### src/hw/rtl/rrct_pkg.sv
// ----------------------------------------------------------------------------
// Read request coalescing table package
// Shared types and constants for the controller and the datapath.
// ----------------------------------------------------------------------------
package rrct_pkg;

    localparam int SPC_BITS = 4;
    localparam int SIZE_BITS = 8;
    localparam int SECT_BITS = 4;
    localparam int WARP_ID_BITS = 6;
    localparam int STAMP_BITS = 32;
    localparam int LIMIT_BITS = 6;
    localparam int PADDR_BITS = 4;

    localparam logic [PADDR_BITS-1:0] REG_POLICY = 4'h0;
    localparam logic [PADDR_BITS-1:0] REG_HYBRID = 4'h4;
    localparam logic [PADDR_BITS-1:0] REG_LIMIT = 4'h8;

    localparam logic [1:0] POLICY_OLDEST = 2'd0;
    localparam logic [1:0] POLICY_GREEDY = 2'd1;
    localparam logic [1:0] POLICY_HYBRID = 2'd2;

    localparam logic CMD_INSERT = 1'b0;
    localparam logic CMD_POP = 1'b1;

    typedef enum logic [1:0] {
        ST_IDLE,
        ST_EXEC,
        ST_OUT
    } ctrl_state_t;

    typedef struct packed {
        logic capture;
        logic execute;
        logic out_load;
    } dp_cmd_t;

endpackage

### src/hw/rtl/rrct_ctrl.sv
// ----------------------------------------------------------------------------
// Coalescing table controller
// Sequences capture, table update and result hand-over for one transaction.
// ----------------------------------------------------------------------------
module rrct_ctrl
    import rrct_pkg::*;
(
    input  logic    clk,
    input  logic    rst_n,
    input  logic    req_valid,
    output logic    req_ready,
    output logic    rsp_valid,
    input  logic    rsp_ready,
    output dp_cmd_t cmd
);

    ctrl_state_t state_reg;
    ctrl_state_t state_next;

    always_ff @(posedge clk or negedge rst_n)
    begin
        if (!rst_n)
        begin
            state_reg <= ST_IDLE;
        end
        else
        begin
            state_reg <= state_next;
        end
    end

    always_comb
    begin
        state_next = state_reg;
        unique case (state_reg)
            ST_IDLE:
            begin
                if (req_valid)
                begin
                    state_next = ST_EXEC;
                end
            end
            ST_EXEC:
            begin
                state_next = ST_OUT;
            end
            ST_OUT:
            begin
                if (rsp_ready)
                begin
                    state_next = req_valid ? ST_EXEC : ST_IDLE;
                end
            end
            default:
            begin
                state_next = ST_IDLE;
            end
        endcase
    end

    always_comb
    begin
        req_ready = 1'b0;
        rsp_valid = 1'b0;
        cmd = '0;
        unique case (state_reg)
            ST_IDLE:
            begin
                req_ready = 1'b1;
                cmd.capture = req_valid;
            end
            ST_EXEC:
            begin
                cmd.execute = 1'b1;
                cmd.out_load = 1'b1;
            end
            ST_OUT:
            begin
                rsp_valid = 1'b1;
                req_ready = rsp_ready;
                cmd.capture = rsp_ready && req_valid;
            end
            default:
            begin
                req_ready = 1'b0;
            end
        endcase
    end

    assert property (@(posedge clk) disable iff (!rst_n)
        state_reg == ST_EXEC |=> state_reg == ST_OUT)
        else $error("Execute did not lead to result.");
    assert property (@(posedge clk) disable iff (!rst_n)
        rsp_valid && !rsp_ready |=> rsp_valid)
        else $error("Result dropped while stalled.");
    assert property (@(posedge clk) disable iff (!rst_n)
        cmd.capture |=> cmd.execute)
        else $error("Captured transaction not executed.");

endmodule

### config.mk
export PLATFORM = sky130hd
export DESIGN_NAME = rrct_ctrl
export DESIGN_NICKNAME = d
export VERILOG_FILES = /design/src/hw/rtl/rrct_pkg.sv /design/src/hw/rtl/rrct_ctrl.sv
export SDC_FILE = /design/constraint.sdc
export NUM_CORES = 1
export LEC_CHECK = 0
export ABC_AREA = 1
export BUFFER_PORTS_ARGS = -buffer_cell sky130_fd_sc_hd__buf_2
export CAP_MARGIN = 20
export CORE_AREA = 2 2 39 41
export DETAILED_ROUTE_END_ITERATION = 8
export DIE_AREA = 0 0 41 43
export MAX_ROUTING_LAYER = met4
export PLACE_DENSITY_LB_ADDON = 0.12
export SETUP_SLACK_MARGIN = 0.2
export SYNTH_ARGS = -nofsm -noshare
export SYNTH_HDL_FRONTEND = slang
export SYNTH_SLANG_ARGS = --single-unit
### constraint.sdc
create_clock -name clk -period 0.89 [get_ports clk]
set_clock_uncertainty 0.15 [all_clocks]
set_input_delay 0 -clock clk [delete_from_list [all_inputs] [get_ports clk]]
set_output_delay 0 -clock clk [all_outputs]
set_load 0.02 [all_outputs]
# == Yosys cells after proc, flatten, opt, wreduce, memory -nomap -nowiden ==
# Cells that the tools add are included.
# word_totals
ff_bits,2
latchBits,0
mem_bits_rw,0
rom_bits,0
inputBits,4
n_memories,0
# op_classes
add_sub_neg,0
multipliers,0
div_mod_pow,0
n_lt_le_gt_ge,0
eq_ne,4
n_shift,0
mux,8
bitwise,0
reduce_logical,3
# ops
operator,count
2-bit 2-to-1 mux,3
2-bit one-hot mux with 3 select lines,1
2-bit != test (second input constant),2
1-bit one-hot mux with 2 select lines,2
2-bit by 1-bit equality test with 1-bit output (second input constant),1
2-bit equality test (second input constant),1
2-bit zero test,1
1-bit 2-to-1 mux,2
2-bit AND reduction,1
1-bit logical AND,1

# == Depth between registers and ports, before layout ==
# logic_depth
ltp_word,3
depth_mapped,4
depth_no_buf,4

# == Worst setup path after synthesis ==
# Ideal clock, no wire load.
# synth_timing
path_kind,reg-to-output
start,reg state_reg[1]
end,out cmd[2] in the netlist's numbering
t_arrival_ns,0.811
setup_slack_ns,-0.071
path_stages_with_launch,4
cell_sequence,dfrtp_1 > nand2_1 > nand2_1 > nor2_1
# synth_rtl
element,line_no,source
"start, declared",rrct_ctrl.sv:17,ctrl_state_t state_reg;
"start signal, assigned",rrct_ctrl.sv:28,state_reg <= state_next;
"end, declared",rrct_ctrl.sv:14,output dp_cmd_t cmd

==> flow_summary.json <==
{
  "io_pins": 9,
  "cts_buffers": 3,
  "crit_type": "reg -> out",
  "vias_per_cell": 2.94,
  "synth_top_family_by_area": "buffers and inverters",
  "hold_path_end": "state_reg[1]",
  "fmax_mhz": 881,
  "worstPathArrival_ps": 990,
  "p_sw_share_pct": 34.2,
  "cts_max_level": 1,
  "slowest_delay_ps": 390,
  "finish.instance_area_sq_um": 265,
  "die_x_microns": 41,
  "r2r-start": "state_reg[1]",
  "dp_slack_ps": -63.6,
  "nets": 37,
  "final-instance-count-excl-fill": 47,
  "synth-compound-area-share_pct": 0,
  "dr.pass1.iters": 1,
  "mappedNetlistNets": 22,
  "wl_microns": 299,
  "crit_path_cell_trace": "nand2_1 -> nand2_2 -> nor2_4 -> buf_6",
  "synthMuxAreaShare_pct": 0,
  "worstSetupStartpointType": "flop",
  "synthSimpleGateAreaFrac_pct": 28.6,
  "cp-end-kind": "output pin",
  "status": "finished, violations left",
  "required_ps": 740,
  "fillCellCount": 164,
  "power.switching_mw": 0.202,
  "rows": 14,
  "hold_class": "in -> reg",
  "dp_hpwl_microns": 222,
  "fin_hold_ws_ps": -114,
  "p_leak_nw": 0.144,
  "clock-root-buffer": "clkbuf_4",
  "clkLatencyLatePin_ps": 220,
  "port_buffers": 8,
  "yosysTopAreaCell": "dfrtp_1",
  "cp_max_fo": 3,
  "wl_met2_microns": 155,
  "rr_worst_depth": 5,
  "dieArea_sq_mm": 0.00176,
  "irDropWorstVdd_mv": 0.609,
  "design.core.area_sq_mm": 0.00138,
  "rsz0062_at_grt": "true",
  "crit_path_top_delay_cell": "dfrtp_1",
  "grt_pass1_vias": 151,
  "synth_area_leaders": "dfrtp_1 41%, inv_1 15%, buf_4 12%",
  "p_per_area_mw_per_mm2": 2220,
  "finalCritPeriodShare_pct": 128,
  "vias": 138,
  "cts_hold_buf": 1,
  "start_util_pct": 8.86,
  "largest_register_ffs": 2,
  "grtUsageTotal_pct": 5.46,
  "synth_xor_xnor_area_share_pct": 0,
  "cts_tree": "built",
  "antenna_cells": 0,
  "hold_viol_final": 4,
  "syn_inst": 18,
  "overflow": 0,
  "grt_max_degree": 4,
  "grt_pass1_wl_microns": 510,
  "synth.ff_latch_count": 2,
  "dp_cells": 41,
  "p_int_mw": 0.387,
  "yosys_warnings": 0,
  "setup_viol": 6,
  "cts_buffer_depth": 2,
  "drc": 0,
  "worstMarginPinSlew_ps": 150,
  "final_core_util_pct": 19.2,
  "top_layer_used": "met3",
  "synthAdderAreaFrac_pct": 0,
  "postPlaceCellArea_sq_um": 190,
  "gp_congestion": 0.535,
  "antenna_left": 0,
  "yosysUniqueCellTypes": 7,
  "hold_start": "rsp_ready",
  "met1_length_microns": 121,
  "power_frac_seq_pct": 20.6,
  "die_y_microns": 43,
  "slew-limit-headroom_pct": 90.0,
  "reg2reg_slack_ps": -90,
  "synth_top_cell_area_share_pct": 40.8,
  "cts_sinks": 2,
  "wl_met3_microns": 22,
  "pwr-share-comb_pct": 45.0,
  "drtIter0Drc": 0,
  "ys_seq_area_share_pct": 40.8,
  "fin_crit_ps": 1140,
  "drv_cap": 0,
  "cts.clk_slew.worst_paths_ps": 30,
  "synth_area_sq_um": 123,
  "worst_slack_ps": -245,
  "wl_per_cell_microns": 6.36,
  "hold_depth": 4,
  "avgSynthCellArea_sq_um": 6.81,
  "slew_violations": 0,
  "worstReg2RegEnd": "state_reg[1]",
  "clock_power_share_pct": 34.4,
  "final_layout_size_suffix_gt1_share_pct": 67.7,
  "violations": "hold timing, setup timing",
  "area_growth_pct": 116,
  "critPathLaunch": "state_reg[1]",
  "antenna_found_initial": 0
}
## stage by stage
step	total power [mW]	setup TNS [ps]
6_report	0.589	-1130
5_1_grt	0.643	-1500
4_1_cts	0.604	-1240
3_5_place_dp	0.312	-133
3_3_place_gp	0.312	-152
2_1_floorplan	0.270	0
## layout by cell type (no fill, tap or decap), drive strengths merged
cell type | netlist | routed
buf | 2 | 11
inv | 6 | 6
nand2 | 4 | 4
nor2 | 4 | 4
clkbuf | 0 | 3
dfrtp | 2 | 2
dlygate4sd3 | 0 | 1
## routing by layer
metal | up-vias | GRT usage, %
met5 | - | -
li1 | 72 | -
met1 | 61 | 4.19
met2 | 5 | 5.94
met4 | 0 | 8.00
met3 | 0 | 4.71
## worst max-delay path by stage
stage / to / slack, ps / depth (start not counted)
6_report: cmd[2] / -250 / 4
5_1_grt: cmd[2] / -300 / 4
4_1_cts: cmd[2] / -270 / 4
3_5_place_dp: cmd[2] / -60 / 4
3_3_place_gp: cmd[2] / -70 / 4
2_1_floorplan: state_reg[1] / 0.3 / 3
## worst max-delay path, delay by kind of cell, from the launching register on
kind / cells / cell delay (ps)
flip-flops: 1 / 390
AND/OR/NAND/NOR: 3 / 250
buffers and inverters: 1 / 120
## final cells by class
type	count	area, sq um	share of cell area (%)
tap	16	20.0	7.55
sequential	2	50.0	18.9
multi-input combinational	8	50.0	18.9
inverter	6	22.5	8.49
timing repair buffer	12	100	37.7
clock buffer	3	22.5	8.49
## what timing repair did
action / CTS / global route
buffers inserted: 2 / 0
endpoints found under the hold margin: 4 / 4
pin swaps: 3 / 1
endpoints found under the setup margin: 7 / 7
gates resized for setup: 10 / 0
## power groups by stage
stage               registers [mW]  clock network [mW]  logic, mW
floorplan                    0.124                   0      0.146
global placement             0.124                   0      0.188
detailed placement           0.123                   0      0.189
CTS                          0.121               0.213      0.269
global route                 0.122               0.233      0.287
finish                       0.121               0.203      0.265
## synthesized netlist by cell type, drive strengths merged
cell and number:
nand2 4, buf 2, nor2 4, dfrtp 2, inv 6
## cells by family after synthesis
kind of cell	Yosys count
and+or+nand+nor	8
buffers and inverters	8
DFF	2
Note: power is estimated with default switching activity, not from simulation.
